**config.mk**
```make
export PLATFORM = sky130hd
export DESIGN_NAME = comment_stripping_char_filter
export DESIGN_NICKNAME = d
export VERILOG_FILES = /design/src/hdl/cscf_pkg.sv /design/src/hdl/cscf_front.sv /design/src/hdl/cscf_queue.sv /design/src/hdl/cscf_back.sv /design/src/hdl/comment_stripping_char_filter.sv
export SDC_FILE = /design/constraint.sdc
export NUM_CORES = 1
export LEC_CHECK = 0
export BUFFER_PORTS_ARGS = -buffer_cell sky130_fd_sc_hd__buf_2
export CELL_PAD_IN_SITES_DETAIL_PLACEMENT = 0
export CELL_PAD_IN_SITES_GLOBAL_PLACEMENT = 1
export CORE_ASPECT_RATIO = 2
export CORE_MARGIN = 2
export CORE_UTILIZATION = 50
export CTS_CLUSTER_DIAMETER = 200
export CTS_CLUSTER_SIZE = 30
export DETAILED_ROUTE_END_ITERATION = 6
export PLACE_DENSITY_LB_ADDON = 0.1
export SETUP_SLACK_MARGIN = 0.2
export SLEW_MARGIN = 25
export SYNTH_ARGS = -nofsm -noshare
export SYNTH_HDL_FRONTEND = slang
export SYNTH_SLANG_ARGS = --single-unit
```
**constraint.sdc**
```tcl
create_clock -name clk -period 8.6 [get_ports clk]
set_input_delay 0.86 -clock clk [delete_from_list [all_inputs] [get_ports clk]]
set_output_delay 0.86 -clock clk [all_outputs]
set_load 0.03 [all_outputs]
```
**src/hdl/cscf_pkg.sv**
```systemverilog
// Shared types and constants for the comment-stripping character filter.
package cscf_pkg;

    // Character codes
    localparam logic [7:0] CH_DQUOTE = 8'h22;
    localparam logic [7:0] CH_SQUOTE = 8'h27;
    localparam logic [7:0] CH_SLASH  = 8'h2F;
    localparam logic [7:0] CH_STAR   = 8'h2A;
    localparam logic [7:0] CH_SEMI   = 8'h3B;
    localparam logic [7:0] CH_NL     = 8'h0A;
    localparam logic [7:0] CH_TAB    = 8'h09;
    localparam logic [7:0] CH_BSLASH = 8'h5C;
    localparam logic [7:0] CH_SPACE  = 8'h20;

    // Operation codes
    localparam logic OP_BYTE = 1'b0;
    localparam logic OP_END  = 1'b1;

    // Lexer modes
    localparam logic [2:0] MODE_NORMAL = 3'd0;
    localparam logic [2:0] MODE_STRING = 3'd1;
    localparam logic [2:0] MODE_CHAR   = 3'd2;
    localparam logic [2:0] MODE_SLASH  = 3'd3;
    localparam logic [2:0] MODE_LINE   = 3'd4;
    localparam logic [2:0] MODE_BLOCK  = 3'd5;

    localparam int QUEUE_DEPTH_DEF = 4;

    typedef struct packed {
        logic       op;
        logic [7:0] char_code;
    } item_t;

    typedef struct packed {
        logic [7:0] out_char;
        logic       last;
    } result_t;

    // One queued entry: one or two output characters
    typedef struct packed {
        logic       two;
        logic [7:0] c0;
        logic [7:0] c1;
    } q_entry_t;

    // Queue head as seen by the back end
    typedef struct packed {
        logic     avail;
        q_entry_t entry;
    } q_head_t;

endpackage

```
**src/hdl/cscf_front.sv**
```systemverilog
// Front end: mode tracking and classification of each input byte.
module cscf_front (
    input  logic            clk,
    input  logic            rst_n,
    input  logic            item_valid,
    input  logic            full,
    input  cscf_pkg::item_t item,
    output logic            item_stall,
    output logic            push,
    output cscf_pkg::q_entry_t push_entry
);
    import cscf_pkg::*;

    logic [2:0] mode_reg, mode_next;
    logic       str_esc_reg, str_esc_next;
    logic       chr_esc_reg, chr_esc_next;
    logic       line_esc_reg, line_esc_next;
    logic       star_reg, star_next;

    logic       raw_a_valid, raw_b_valid;
    logic [7:0] raw_b;
    logic       kept_a, kept_b;
    logic       accept;
    logic [7:0] c;

    function automatic logic is_blank(input logic [7:0] ch);
        is_blank = (ch == CH_SPACE) || (ch == CH_TAB);
    endfunction

    function automatic logic [7:0] outside_map(input logic [7:0] ch);
        if (ch == CH_NL)
            outside_map = CH_SPACE;
        else if (ch == CH_SEMI)
            outside_map = CH_NL;
        else
            outside_map = ch;
    endfunction

    assign item_stall = full;
    assign accept     = item_valid && !full;
    assign c          = item.char_code;

    always_comb
    begin
        mode_next     = mode_reg;
        str_esc_next  = str_esc_reg;
        chr_esc_next  = chr_esc_reg;
        line_esc_next = line_esc_reg;
        star_next     = star_reg;
        raw_a_valid   = 1'b0;   // slot a only ever carries a held slash
        raw_b_valid   = 1'b0;
        raw_b         = c;
        if (item.op == OP_END)
        begin
            raw_a_valid   = (mode_reg == MODE_SLASH);
            raw_b_valid   = 1'b1;
            raw_b         = CH_NL;
            mode_next     = MODE_NORMAL;
            str_esc_next  = 1'b0;
            chr_esc_next  = 1'b0;
            line_esc_next = 1'b0;
            star_next     = 1'b0;
        end
        else
        begin
            unique case (mode_reg)
                MODE_STRING:
                begin
                    raw_b_valid  = 1'b1;
                    if (c == CH_DQUOTE && !str_esc_reg)
                        mode_next = MODE_NORMAL;
                    str_esc_next = (c == CH_BSLASH) && !str_esc_reg;
                end
                MODE_CHAR:
                begin
                    raw_b_valid  = 1'b1;
                    if (c == CH_SQUOTE && !chr_esc_reg)
                        mode_next = MODE_NORMAL;
                    chr_esc_next = (c == CH_BSLASH) && !chr_esc_reg;
                end
                MODE_SLASH:
                begin
                    if (c == CH_SLASH)
                        mode_next = MODE_LINE;
                    else if (c == CH_STAR)
                        mode_next = MODE_BLOCK;
                    else
                    begin
                        // lone slash: release it, then treat byte as normal text
                        raw_a_valid = 1'b1;
                        raw_b_valid = 1'b1;
                        raw_b       = outside_map(c);
                        if (c == CH_DQUOTE)
                            mode_next = MODE_STRING;
                        else if (c == CH_SQUOTE)
                            mode_next = MODE_CHAR;
                        else
                            mode_next = MODE_NORMAL;
                    end
                end
                MODE_LINE:
                begin
                    // exit stands for a space, which is dropped
                    if (c == CH_NL && !line_esc_reg)
                        mode_next = MODE_NORMAL;
                    line_esc_next = (c == CH_BSLASH) && !line_esc_reg;
                end
                MODE_BLOCK:
                begin
                    if (c == CH_SLASH && star_reg)
                        mode_next = MODE_NORMAL;
                    star_next = (c == CH_STAR);
                end
                default:
                begin
                    if (c == CH_SLASH)
                        mode_next = MODE_SLASH;
                    else
                    begin
                        raw_b_valid = 1'b1;
                        raw_b       = outside_map(c);
                        if (c == CH_DQUOTE)
                            mode_next = MODE_STRING;
                        else if (c == CH_SQUOTE)
                            mode_next = MODE_CHAR;
                        else
                            mode_next = MODE_NORMAL;
                    end
                end
            endcase
        end
    end

    assign kept_a = raw_a_valid;
    assign kept_b = raw_b_valid && !is_blank(raw_b);

    always_comb
    begin
        push_entry.c1 = raw_b;
        if (kept_a)
        begin
            push_entry.c0  = CH_SLASH;
            push_entry.two = kept_b;
        end
        else
        begin
            push_entry.c0  = raw_b;
            push_entry.two = 1'b0;
        end
    end

    assign push = accept && (kept_a || kept_b);

    always_ff @(posedge clk or negedge rst_n)
    begin
        if (!rst_n)
        begin
            mode_reg     <= MODE_NORMAL;
            str_esc_reg  <= 1'b0;
            chr_esc_reg  <= 1'b0;
            line_esc_reg <= 1'b0;
            star_reg     <= 1'b0;
        end
        else if (accept)
        begin
            mode_reg     <= mode_next;
            str_esc_reg  <= str_esc_next;
            chr_esc_reg  <= chr_esc_next;
            line_esc_reg <= line_esc_next;
            star_reg     <= star_next;
        end
    end

endmodule

```
**src/hdl/cscf_queue.sv**
```systemverilog
// Short queue of pending output entries between front and back end.
module cscf_queue #(
    parameter int DEPTH = cscf_pkg::QUEUE_DEPTH_DEF
) (
    input  logic                clk,
    input  logic                rst_n,
    input  logic                push,
    input  cscf_pkg::q_entry_t  push_entry,
    input  logic                pop,
    output logic                full,
    output cscf_pkg::q_head_t   head
);
    import cscf_pkg::*;

    localparam int PTR_W = (DEPTH > 1) ? $clog2(DEPTH) : 1;
    localparam int CNT_W = $clog2(DEPTH + 1);

    q_entry_t           store [DEPTH];
    logic [PTR_W-1:0]   wr_ptr_reg, wr_ptr_next;
    logic [PTR_W-1:0]   rd_ptr_reg, rd_ptr_next;
    logic [CNT_W-1:0]   count_reg, count_next;
    logic               do_push, do_pop;

    assign full    = (count_reg == CNT_W'(DEPTH));
    assign do_push = push && !full;
    assign do_pop  = pop && (count_reg != '0);

    assign wr_ptr_next = (wr_ptr_reg == PTR_W'(DEPTH - 1)) ? '0 : wr_ptr_reg + 1'b1;
    assign rd_ptr_next = (rd_ptr_reg == PTR_W'(DEPTH - 1)) ? '0 : rd_ptr_reg + 1'b1;
    assign count_next  = count_reg + CNT_W'(do_push) - CNT_W'(do_pop);

    assign head.avail = (count_reg != '0);
    assign head.entry = store[rd_ptr_reg];

    always_ff @(posedge clk)
    begin
        if (do_push)
            store[wr_ptr_reg] <= push_entry;
    end

    always_ff @(posedge clk or negedge rst_n)
    begin
        if (!rst_n)
        begin
            wr_ptr_reg <= '0;
            rd_ptr_reg <= '0;
            count_reg  <= '0;
        end
        else
        begin
            if (do_push)
                wr_ptr_reg <= wr_ptr_next;
            if (do_pop)
                rd_ptr_reg <= rd_ptr_next;
            count_reg <= count_next;
        end
    end

endmodule

```
**src/hdl/cscf_back.sv**
```systemverilog
// Back end: serialises queued entries into result transactions.
module cscf_back (
    input  logic               clk,
    input  logic               rst_n,
    input  cscf_pkg::q_head_t  head,
    input  logic               result_stall,
    output logic               pop,
    output logic               result_valid,
    output cscf_pkg::result_t  result
);
    import cscf_pkg::*;

    logic    valid_reg, valid_next;
    result_t data_reg, data_next;
    logic    phase_reg, phase_next;   // first of a pair already sent
    logic    load;
    logic    first_of_two;

    assign load         = !valid_reg || !result_stall;
    assign first_of_two = head.entry.two && !phase_reg;

    always_comb
    begin
        valid_next = valid_reg;
        data_next  = data_reg;
        phase_next = phase_reg;
        pop        = 1'b0;
        if (load)
        begin
            valid_next = head.avail;
            if (head.avail)
            begin
                if (first_of_two)
                begin
                    data_next.out_char = head.entry.c0;
                    data_next.last     = 1'b0;
                    phase_next         = 1'b1;
                end
                else
                begin
                    data_next.out_char = phase_reg ? head.entry.c1 : head.entry.c0;
                    data_next.last     = 1'b1;
                    phase_next         = 1'b0;
                    pop                = 1'b1;
                end
            end
        end
    end

    always_ff @(posedge clk or negedge rst_n)
    begin
        if (!rst_n)
        begin
            valid_reg <= 1'b0;
            phase_reg <= 1'b0;
        end
        else
        begin
            valid_reg <= valid_next;
            phase_reg <= phase_next;
        end
    end

    always_ff @(posedge clk)
    begin
        data_reg <= data_next;
    end

    assign result_valid = valid_reg;
    assign result       = data_reg;

endmodule

```
**src/hdl/comment_stripping_char_filter.sv**
```systemverilog
// Comment-stripping character filter: top level.
// Path of a result: the entry queue, then the output register.
// Input takes one byte per cycle unless the queue is full; a byte yielding two
// results (held slash plus byte) sends them in turn via the single output register.
// Input stalls only while the entry queue (QUEUE_DEPTH entries) is full.
// Reset (rst_n low, asynchronous): normal mode, all flags clear, queue empty.
module comment_stripping_char_filter #(
    parameter int QUEUE_DEPTH = cscf_pkg::QUEUE_DEPTH_DEF
) (
    input  logic              clk,
    input  logic              rst_n,
    input  logic              item_valid,
    output logic              item_stall,
    input  cscf_pkg::item_t   item,
    output logic              result_valid,
    input  logic              result_stall,
    output cscf_pkg::result_t result
);
    import cscf_pkg::*;

    // Front end -> queue
    logic     push;
    q_entry_t push_entry;
    logic     full;

    // Queue -> back end
    q_head_t  head;
    logic     pop;

    // Front end: tracks the lexer mode and turns each byte into zero, one
    // or two output characters, blanks already removed.
    cscf_front u_front (
        .clk        (clk),
        .rst_n      (rst_n),
        .item_valid (item_valid),
        .full       (full),
        .item       (item),
        .item_stall (item_stall),
        .push       (push),
        .push_entry (push_entry)
    );

    // Queue decouples the stall of the result side from the input side.
    cscf_queue #(
        .DEPTH (QUEUE_DEPTH)
    ) u_queue (
        .clk        (clk),
        .rst_n      (rst_n),
        .push       (push),
        .push_entry (push_entry),
        .pop        (pop),
        .full       (full),
        .head       (head)
    );

    // Back end: one result transaction per cycle while the queue holds entries and the
    // result side does not stall; last set on the final character of each entry.
    cscf_back u_back (
        .clk          (clk),
        .rst_n        (rst_n),
        .head         (head),
        .result_stall (result_stall),
        .pop          (pop),
        .result_valid (result_valid),
        .result       (result)
    );

endmodule

```
==> results of run 1 <==
-- metal layers --
layer,wire length (um),part of all wire (%),vias to the layer above,GRT usage [%]
li1,-,-,1144,-
met1,2940,35,1185,20.9
met2,4860,58,53,38.1
met3,184,2.2,22,3.94
met4,405,4.8,0,12.4
met5,0,0,-,0
-- cells in the mapped netlist (all sizes together) (3+ instances only) --
master   n
edfxtp  77
nand2   46
mux4    17
dfrtp   16
inv     15
a21oi   12
nor2    11
and2     9
nor2b    8
ha       7
mux2     7
buf      6
a21o     5
nor3     5
clkbuf   4
o21ai    4
a31oi    3
nand2b   3
nand3    3
nand4    3
o211ai   3
o22a     3
-- metrics by stage --
stage / area, sq um / instances
3_5_place_dp: 4400 / 403
6_report: 4690 / 419
5_1_grt: 4690 / 419
4_1_cts: 4690 / 419
2_1_floorplan: 4220 / 291
3_3_place_gp: 4400 / 403
-- cell type report --
type / count / share of cell area (%)
Clock buffer: 11 / 5.39
Clock inverter: 5 / 0.694
Inverter: 16 / 1.28
Multi-Input combinational cell: 172 / 29.5
Sequential cell: 93 / 57.9
Tap cell: 98 / 2.62
Timing Repair Buffer: 24 / 2.62
-- power breakdown --
| part | internal [mW] | switching, mW |
|---|---|---|
| Combinational | 0.182 | 0.242 |
| Sequential | 0.620 | 0.0551 |
| Clock | 0.212 | 0.156 |
-- worst paths after layout --
path / end / slack (ps)
min in group clk: u_back.result_valid$_DFFE_PN0N_ / 500
worst min register to register: u_back.result_valid$_DFFE_PN0N_ / 500
worst max register to register: u_queue.store[2][11]$_DFFE_PP_ / 5570
max in group asynchronous: u_front.str_esc_reg$_DFFE_PN0P_ / 7860
worst max-delay path: u_queue.store[2][11]$_DFFE_PP_ / 5280
worst min-delay path: u_queue.count_reg[2]$_DFF_PN0_ / 450
-- worst max-delay path, cell delays in order --
cell,delay [ps]
buf_2,120
and4bb_2,310
nand4_1,230
o211ai_1,470
a21o_1,140
mux2i_1,120
a31oi_4,270
and2_1,750
-- cell families (layout without fill, tap and decap cells) --
kind of cell / after synthesis / count (layout)
AO/OA/AOI/OAI: 39 / 39
flip-flops: 93 / 93
buffers and inverters: 26 / 56
AND/OR/NAND/NOR: 98 / 98
adder cells (fa/ha/maj): 8 / 8
multiplexers: 25 / 25
XOR/XNOR: 2 / 2
==> run summary, run 1 <==
status: finished clean
Ports: 24
width of the die: 68.9 um
Iteration-0 DRC Markers: 129
startpoint types: input port
skew final: 7.45 ps
overall routed net length: 8.39 mm
drt wl/cell: 20.0 um
largest net degree at the start of global routing: 21
syn nets: 312
Tcrit/Tclk final: 38.7%
Seq/Total Area, Yosys: 64.3%
antenna-violating nets left: 0
Core Box Area: 8230 sq um
most frequent cells in the layout: 77 x edfxtp_1, 46 x nand2_1, 23 x buf_2
Biggest register: u_queue.store
Pwr Total: 1.47 mW
vias in the first global route: 2604
max reg flops: 68
Synth Area in Compound Gates: 6.65%
Cell Rows: 47
final setup fails: 0
initial antenna violation count: 0
drt first pass iters: 4
CP required: 8560 ps
Initial Util: 51.2%
number of enable flip-flop cells after synthesis: 77
Post-CTS Setup Bufs: 0
sink count of the clock tree: 93
LEAKAGE: 1.79 nW
TritonCTS clock tree: yes
Residual DRC: 0
dpl hpwl: 6.20 mm
Core Util, Final: 56.9%
Synth top area share: 54.8%
flops & latches, synth: 93
Filler cells: 688
Post-Syn Area per Cell: 14.5 sq um
port buffer count: 23
gpl congestion: 0.908
Sum Neg Setup Slack: 0 ps
r2r startpoint: u_front.mode_reg[2]$_DFFE_PN0P_
Synth Warn #: 0
mux share of post-synthesis cell area: 11.4%
Setup crit end kind: register
CP Class: in2reg
first-pass GRT wire length: 13.5 mm
area grow syn2layout: 11.2%
min Tclk post-route: 3320 ps
Slew HR: 41.8%
clk buf depth: 2
Post-Syn Area: 4220 sq um
CTS Buf Count: 9
Clock Latency Late Sink: 330 ps
maximum vdd drop: 0.131 mV
post-CTS sizing: 0
PwrDens: 313 nW/um^2
post-synthesis xor/xnor area fraction: 0.415%
worst setup margin: 5280 ps
clock root cell: clkbuf_16
R2R cell count: 7
max-cap viol count: 0
ratio of cells with drive above 1 in the final layout: 22.1%
Synth Area in Simple Gates: 11.8%
cell taking the most area after synthesis: edfxtp_1
die area: 9230 sq um
hold buffer count at cts: 0
Netlist cell types: 51
remaining global-route overflow: 0
vias per cell: 5.74
largest family of logic cells by synthesized area: simple AND/OR/NAND/NOR gates
final hold slack: 449 ps
number of diodes: 0
Max Transition Viols Final: 0
Async SR Flop Fraction: 17.2%
fin nets: 337
Final Hold Fails: 0
largest cells by area after synthesis: edfxtp_1 55%, dfrtp_1 9.5%, mux4_2 9.1%
peak fanout along the critical path: 17
critical path launch point: item[6]
RSZ-0062 raised after global routing: no
Multi-input gate area: 1380 sq um
routed via count: 2404
all-layer global routing usage: 21.1%
commonest non-fill, non-tap cell in the layout: edfxtp_1
pre-CTS WS: 4890 ps
clock transition at the registers of the reported paths: 60 ps
storage element area: 2710 sq um
top_reg_cell synth: edfxtp_1
H-tree Lvls: 3
HP Class: in2async
Post-Synth Adder-Cell Area: 2.55%
die height: 134 um
WP data arrival: 3280 ps
worst slew pin tran: 874 ps
synthesized instance count: 291
fmax: 301 MHz
Power figures use the tool's default switching activity.
==> run 2, diff against run 1 <==
--- a/config.mk
+++ b/config.mk
@@ -10,7 +10,7 @@
 export CELL_PAD_IN_SITES_GLOBAL_PLACEMENT = 1
 export CORE_ASPECT_RATIO = 2
 export CORE_MARGIN = 2
-export CORE_UTILIZATION = 50
+export CORE_UTILIZATION = 46
 export CTS_CLUSTER_DIAMETER = 200
 export CTS_CLUSTER_SIZE = 30
 export DETAILED_ROUTE_END_ITERATION = 6
==> constraint.sdc (replaced) <==
create_clock -name clk -period 2.7 [get_ports clk]
set_input_delay 0.27 -clock clk [delete_from_list [all_inputs] [get_ports clk]]
set_output_delay 0.27 -clock clk [all_outputs]
set_load 0.03 [all_outputs]
==> run 2 against run 1 <==
Effect of this change: first-iteration DRC count is 84% higher; cell count is 11% higher; clock power grew to 3.8 times the previous value; worst setup slack worse by 5100 ps; clock skew is 0.68 ps higher; via count is 9.8% higher; combinational power grew to 4.2 times the previous value.
==> run summary, run 2 (synthesized netlist as in run 1, its figures left out) <==
critical path launch point: u_front.mode_reg[2]$_DFFE_PN0P_
Biggest register: u_queue.store
CP delay by family, top: compound AO/OA/AOI/OAI gates
Iteration-0 DRC Markers: 238 (+84%)
first-pass GRT wire length: 14.3 mm (+6.4%)
Max Transition Viols Final: 0 (unchanged)
worst path bufs/invs: 1 (unchanged)
Crit path largest cell delay: 460 ps (-290 ps)
maximum vdd drop: 0.417 mV (+220%)
skew final: 8.13 ps (+0.685 ps)
DP Area: 4680 sq um (+6.2%)
Tcrit/Tclk final: 95.1%
die height: 139 um (+4.1%)
status: finished clean
R2R cell count: 10 (+3)
final setup fails: 0 (unchanged)
Setup crit end kind: register
routed via count: 2639 (+9.8%)
HP Class: in2reg
most frequent cells in the layout: 77 x edfxtp_1, 46 x nand2_1, 34 x buf_4
vias in the first global route: 2761 (+6.0%)
CP Class: reg2reg
Sum Neg Setup Slack: 0 ps (unchanged)
commonest non-fill, non-tap cell in the layout: edfxtp_1
Initial Util: 47.1% (-4.1 points)
vias per cell: 5.66 (-1.3%)
max-cap viol count: 0 (unchanged)
die area: 9990 sq um (+8.3%)
width of the die: 71.7 um (+4.0%)
clk buf depth: 2 (unchanged)
clock root cell: clkbuf_16
gpl congestion: 0.919 (+1.1%)
port buffer count: 23 (unchanged)
H-tree Lvls: 3 (unchanged)
TritonCTS clock tree: yes
largest net degree at the start of global routing: 20 (-4.8%)
LEAKAGE: 2.06 nW (+15%)
remaining global-route overflow: 0 (unchanged)
max reg flops: 68 (unchanged)
Pwr Total: 5.28 mW (+260%)
Ports: 24 (unchanged)
worst slew pin tran: 730 ps (-144 ps)
PwrDens: 1010 nW/um^2 (+220%)
r2r startpoint: u_front.mode_reg[2]$_DFFE_PN0P_
Residual DRC: 0 (unchanged)
all-layer global routing usage: 19.6% (-1.5 points)
clock transition at the registers of the reported paths: 60 ps (about the same)
CP Capture Point: u_queue.count_reg[2]$_DFF_PN0_
flop2flop setup slack: 130 ps (-5440 ps)
CTS Buf Count: 9 (unchanged)
overall routed net length: 9.90 mm (+18%)
drt first pass iters: 4 (unchanged)
Post-Place Cells: 434 (+7.7%)
ratio of cells with drive above 1 in the final layout: 33.5% (+11 points)
Non-Filler Instances: 466 (+11%)
fin area: 5240 sq um (+12%)
dpl hpwl: 6.55 mm (+5.6%)
fin nets: 380 (+13%)
Clock Latency Late Sink: 330 ps (about the same)
drt wl/cell: 21.2 um (+6.1%)
Slew HR: 50.7% (+8.9 points)
CP Depth: 10 (+2)
area grow syn2layout: 24.3%
Core Box Area: 8950 sq um (+8.7%)
min Tclk post-route: 2570 ps
sink count of the clock tree: 93 (unchanged)
fmax: 390 MHz
CP required: 2920 ps (-5640 ps)
startpoint types: register
Max stage delay cell, worst path: dfrtp_2
CP Cell Sequence: buf_4 -> a21o_1 -> a211o_1 -> o211ai_2 -> mux2i_4 -> a31oi_4 -> ha_2 -> fa_2 -> xnor2_2 -> xnor2_1
Final Hold Fails: 0 (unchanged)
RSZ-0062 raised after global routing: yes
peak fanout along the critical path: 5 (-12)
RR Endpoint: u_queue.count_reg[2]$_DFF_PN0_
antenna-violating nets left: 0 (unchanged)
WP data arrival: 2790 ps (-490 ps)
Cell Rows: 49 (+4.3%)
initial antenna violation count: 0 (unchanged)
number of diodes: 0 (unchanged)
[run 2: cell count changes in the layout (fill, tap and decap cells not counted), sizes merged]
cell and change:
inv -2, clkinv -2, clkbuf +5, dlygate4sd3 +1
bufinv +3, buf +38
[run 2: worst min-delay path, cell delays in order]
cell,delay [ps]
buf_2,90
nand2_1,40
nand2_1,40
[run 2: report_power, final]
part           internal (mW)  switching (mW)  total, mW  leakage (nW)
Combinational          0.834           0.957       1.79         0.989
Sequential              1.97           0.121       2.09         0.910
Clock                  0.906           0.493       1.40         0.157
[run 2: metrics by stage]
step / utilization (%) / setup WS [ps] / hold slack (ps)
final: 58.6 / 133 / 143
after global routing: 58.6 / 17.2 / 161
after CTS: 56.7 / 152 / 139
after detailed placement: 52.2 / 15.8 / 225
after global placement: 52.2 / 58.0 / 226
after floorplan: - / 104 / -25.6
[run 2: timing repair]
action,4_1_cts,5_1_grt
hold endpoints to repair,16,0
setup buffers,6,5
gates resized for setup,4,12
pin swaps,5,4
hold buffers,1,0
setup endpoints to repair,70,70
cloned,0,4
[run 2: worst min path at each step]
stage            startpoint                                 to  slack (ps)  depth (start not counted)
2_1_floorplan         rst_n       u_back.phase_reg$_DFFE_PN0P_         -30                          0
3_3_place_gp          rst_n  u_queue.wr_ptr_reg[1]$_DFFE_PN0P_         230                          1
3_5_place_dp          rst_n  u_queue.wr_ptr_reg[1]$_DFFE_PN0P_         220                          1
4_1_cts        result_stall    u_back.result_valid$_DFFE_PN0N_         140                          3
5_1_grt        result_stall    u_back.result_valid$_DFFE_PN0N_         160                          3
6_report       result_stall    u_back.result_valid$_DFFE_PN0N_         140                          3
[run 2: layout make-up]
class | instances | area [sq um]
multi-input cells | 172 | 1430
clock inverters | 4 | 97.6
fillers | 739 | 3710
clock buffers | 12 | 236
inverters | 16 | 60.1
repair buffers | 67 | 572
flip-flops and latches | 93 | 2720
well taps | 102 | 128
[run 2: routing by layer]
| layer | wire [um] | GRT usage, % | share of wire, % |
|---|---|---|---|
| met3 | 195 | 2.46 | 2.0 |
| met5 | 0 | 0 | 0 |
| met2 | 5680 | 37.0 | 57 |
| met1 | 3580 | 19.7 | 36 |
| met4 | 448 | 10.7 | 4.5 |
==> run 3, diff against run 2 <==
--- a/config.mk
+++ b/config.mk
@@ -14,7 +14,7 @@
 export CTS_CLUSTER_DIAMETER = 200
 export CTS_CLUSTER_SIZE = 30
 export DETAILED_ROUTE_END_ITERATION = 6
-export PLACE_DENSITY_LB_ADDON = 0.1
+export PLACE_DENSITY = 0.82
 export SETUP_SLACK_MARGIN = 0.2
 export SLEW_MARGIN = 25
 export SYNTH_ARGS = -nofsm -noshare
==> run 3 against run 2 <==
Effect of this change: non-clock buffer count decreased by 11; worst setup slack improved by 1.9 ps; cell count decreased by 2.4%; core utilization decreased by 1.5 points; clock power decreased by 4%; critical path type unchanged; largest cell class unchanged.
==> run summary, run 3 (synthesized netlist as in run 1, its figures left out) <==
fmax: 390 MHz (about the same)
Core Box Area: 8950 sq um (unchanged)
Slew HR: 57.0% (+6.4 points)
skew final: 6.11 ps (-2.02 ps)
status: finished clean
Multi-input gate area: 1420 sq um (-0.87%)
drt first pass iters: 4 (unchanged)
Non-Filler Instances: 455 (-2.4%)
WP data arrival: 2790 ps (about the same)
antenna-violating nets left: 0 (unchanged)
HP Start: result_stall
Initial Util: 47.1% (unchanged)
ratio of cells with drive above 1 in the final layout: 31.2% (-2.4 points)
all-layer global routing usage: 18.5% (-1.1 points)
H-tree Lvls: 3 (unchanged)
HP Class: in2reg
overall routed net length: 9.14 mm (-7.7%)
die area: 9990 sq um (unchanged)
dpl hpwl: 6.11 mm (-6.7%)
first-pass GRT wire length: 13.4 mm (-6.3%)
R2R cell count: 10 (unchanged)
RSZ-0062 raised after global routing: yes
Iteration-0 DRC Markers: 165 (-31%)
sink count of the clock tree: 93 (unchanged)
r2r startpoint: u_front.mode_reg[1]$_DFFE_PN0P_
RR Endpoint: u_queue.count_reg[2]$_DFF_PN0_
commonest non-fill, non-tap cell in the layout: edfxtp_1
CTS Buf Count: 9 (unchanged)
vias per cell: 5.80 (+2.3%)
Cell Rows: 49 (unchanged)
min Tclk post-route: 2560 ps (-1.93 ps)
clk buf depth: 2 (unchanged)
Max stage delay cell, worst path: dfrtp_2
Max Transition Viols Final: 0 (unchanged)
Crit path largest cell delay: 450 ps (about the same)
Setup crit end kind: register
Tcrit/Tclk final: 95.0% (about the same)
clock transition at the registers of the reported paths: 60 ps (about the same)
Pwr Total: 5.15 mW (-2.5%)
startpoint types: register
Ports: 24 (unchanged)
LEAKAGE: 1.99 nW (-3.2%)
peak fanout along the critical path: 5 (unchanged)
Hold Path End: u_back.result_valid$_DFFE_PN0N_
CP Class: reg2reg
vias in the first global route: 2730 (-1.1%)
largest net degree at the start of global routing: 20 (unchanged)
final setup fails: 0 (unchanged)
flop2flop setup slack: 140 ps (about the same)
storage element area: 2720 sq um (unchanged)
Residual DRC: 0 (unchanged)
max-cap viol count: 0 (unchanged)
clock root cell: clkbuf_16
worst slew pin tran: 643 ps (-87.3 ps)
maximum vdd drop: 0.479 mV (+15%)
max reg flops: 68 (unchanged)
Biggest register: u_queue.store
number of diodes: 0 (unchanged)
remaining global-route overflow: 0 (unchanged)
gpl congestion: 0.943 (+2.7%)
CP required: 2930 ps (about the same)
worst setup margin: 135 ps (+1.93 ps)
width of the die: 71.7 um (unchanged)
Post-Place Cells: 432 (-0.46%)
initial antenna violation count: 0 (unchanged)
PwrDens: 1010 nW/um^2 (about the same)
CP Cell Sequence: nor3_4 -> a21o_1 -> a21oi_1 -> o211ai_2 -> mux2i_2 -> a31oi_4 -> ha_2 -> fa_2 -> xnor2_2 -> xnor2_1
port buffer count: 23 (unchanged)
die height: 139 um (unchanged)
TritonCTS clock tree: yes
Filler cells: 714 (-3.4%)
Sum Neg Setup Slack: 0 ps (unchanged)
most frequent cells in the layout: 77 x edfxtp_1, 46 x nand2_1, 25 x buf_4
routed via count: 2637 (-0.076%)
Final Hold Fails: 0 (unchanged)
drt wl/cell: 20.1 um (-5.5%)
fin nets: 369 (-2.9%)
pre-CTS WS: -1.15 ps (-17.0 ps)
Clock Latency Late Sink: 340 ps (about the same)
cell count of the worst hold path: 3 (unchanged)
area grow syn2layout: 21.2%
## run 3: worst max-delay path by stage
stage | startpoint | endpoint | slack, ps | cells after the start
floorplan | u_front.mode_reg[1]$_DFFE_PN0P_ | u_queue.count_reg[2]$_DFF_PN0_ | 100 | 12
global placement | item[6] | u_queue.count_reg[2]$_DFF_PN0_ | 40 | 11
detailed placement | item[6] | u_queue.count_reg[2]$_DFF_PN0_ | -1 | 11
CTS | u_front.mode_reg[2]$_DFFE_PN0P_ | u_queue.count_reg[2]$_DFF_PN0_ | 150 | 10
global route | u_front.mode_reg[1]$_DFFE_PN0P_ | u_queue.count_reg[2]$_DFF_PN0_ | 50 | 10
finish | u_front.mode_reg[1]$_DFFE_PN0P_ | u_queue.count_reg[2]$_DFF_PN0_ | 140 | 10
## run 3: critical path: cells and delay by family, from the launching register on
| kind | cells | cell delay [ps] |
|---|---|---|
| mux | 1 | 310 |
| flops | 1 | 450 |
| simple gates | 1 | 270 |
| fa+ha+maj | 2 | 560 |
| xor+xnor | 2 | 280 |
| compound gates | 4 | 560 |
## run 3: metrics by stage
stage	hold slack [ps]	instance area, sq um	util [%]
2_1_floorplan	-25.6	4230	-
3_3_place_gp	218	4660	52.1
3_5_place_dp	219	4660	52.1
4_1_cts	135	5030	56.2
5_1_grt	136	5110	57.1
6_report	140	5110	57.1
## run 3: area by class of cell
class                      instances  share of cell area, %
clock buffer                      12                   4.82
sequential                        93                   53.2
inverter                          16                   1.18
timing repair buffer              56                   9.16
clock inverter                     4                   1.42
multi-input combinational        172                   27.8
tap                              102                   2.50
## run 3: repair_timing
action,CTS,global route
hold endpoints to repair,16,0
setup buffers,3,0
pin swaps,2,2
cloned,0,3
hold buffers,1,0
gates resized for setup,4,7
setup endpoints to repair,17,72
## run 3: per-layer routing
layer	track usage, %	share of wire, %	up-vias
met4	14.0	6.5	0
met2	33.1	57	76
li1	-	-	1209
met5	0	0	-
met3	3.62	3.0	37
met1	17.7	34	1315
## run 3: power breakdown
part	total [mW]	switching, mW	internal, mW
combinational	1.72	0.930	0.792
sequential	2.09	0.115	1.97
clock	1.34	0.506	0.835
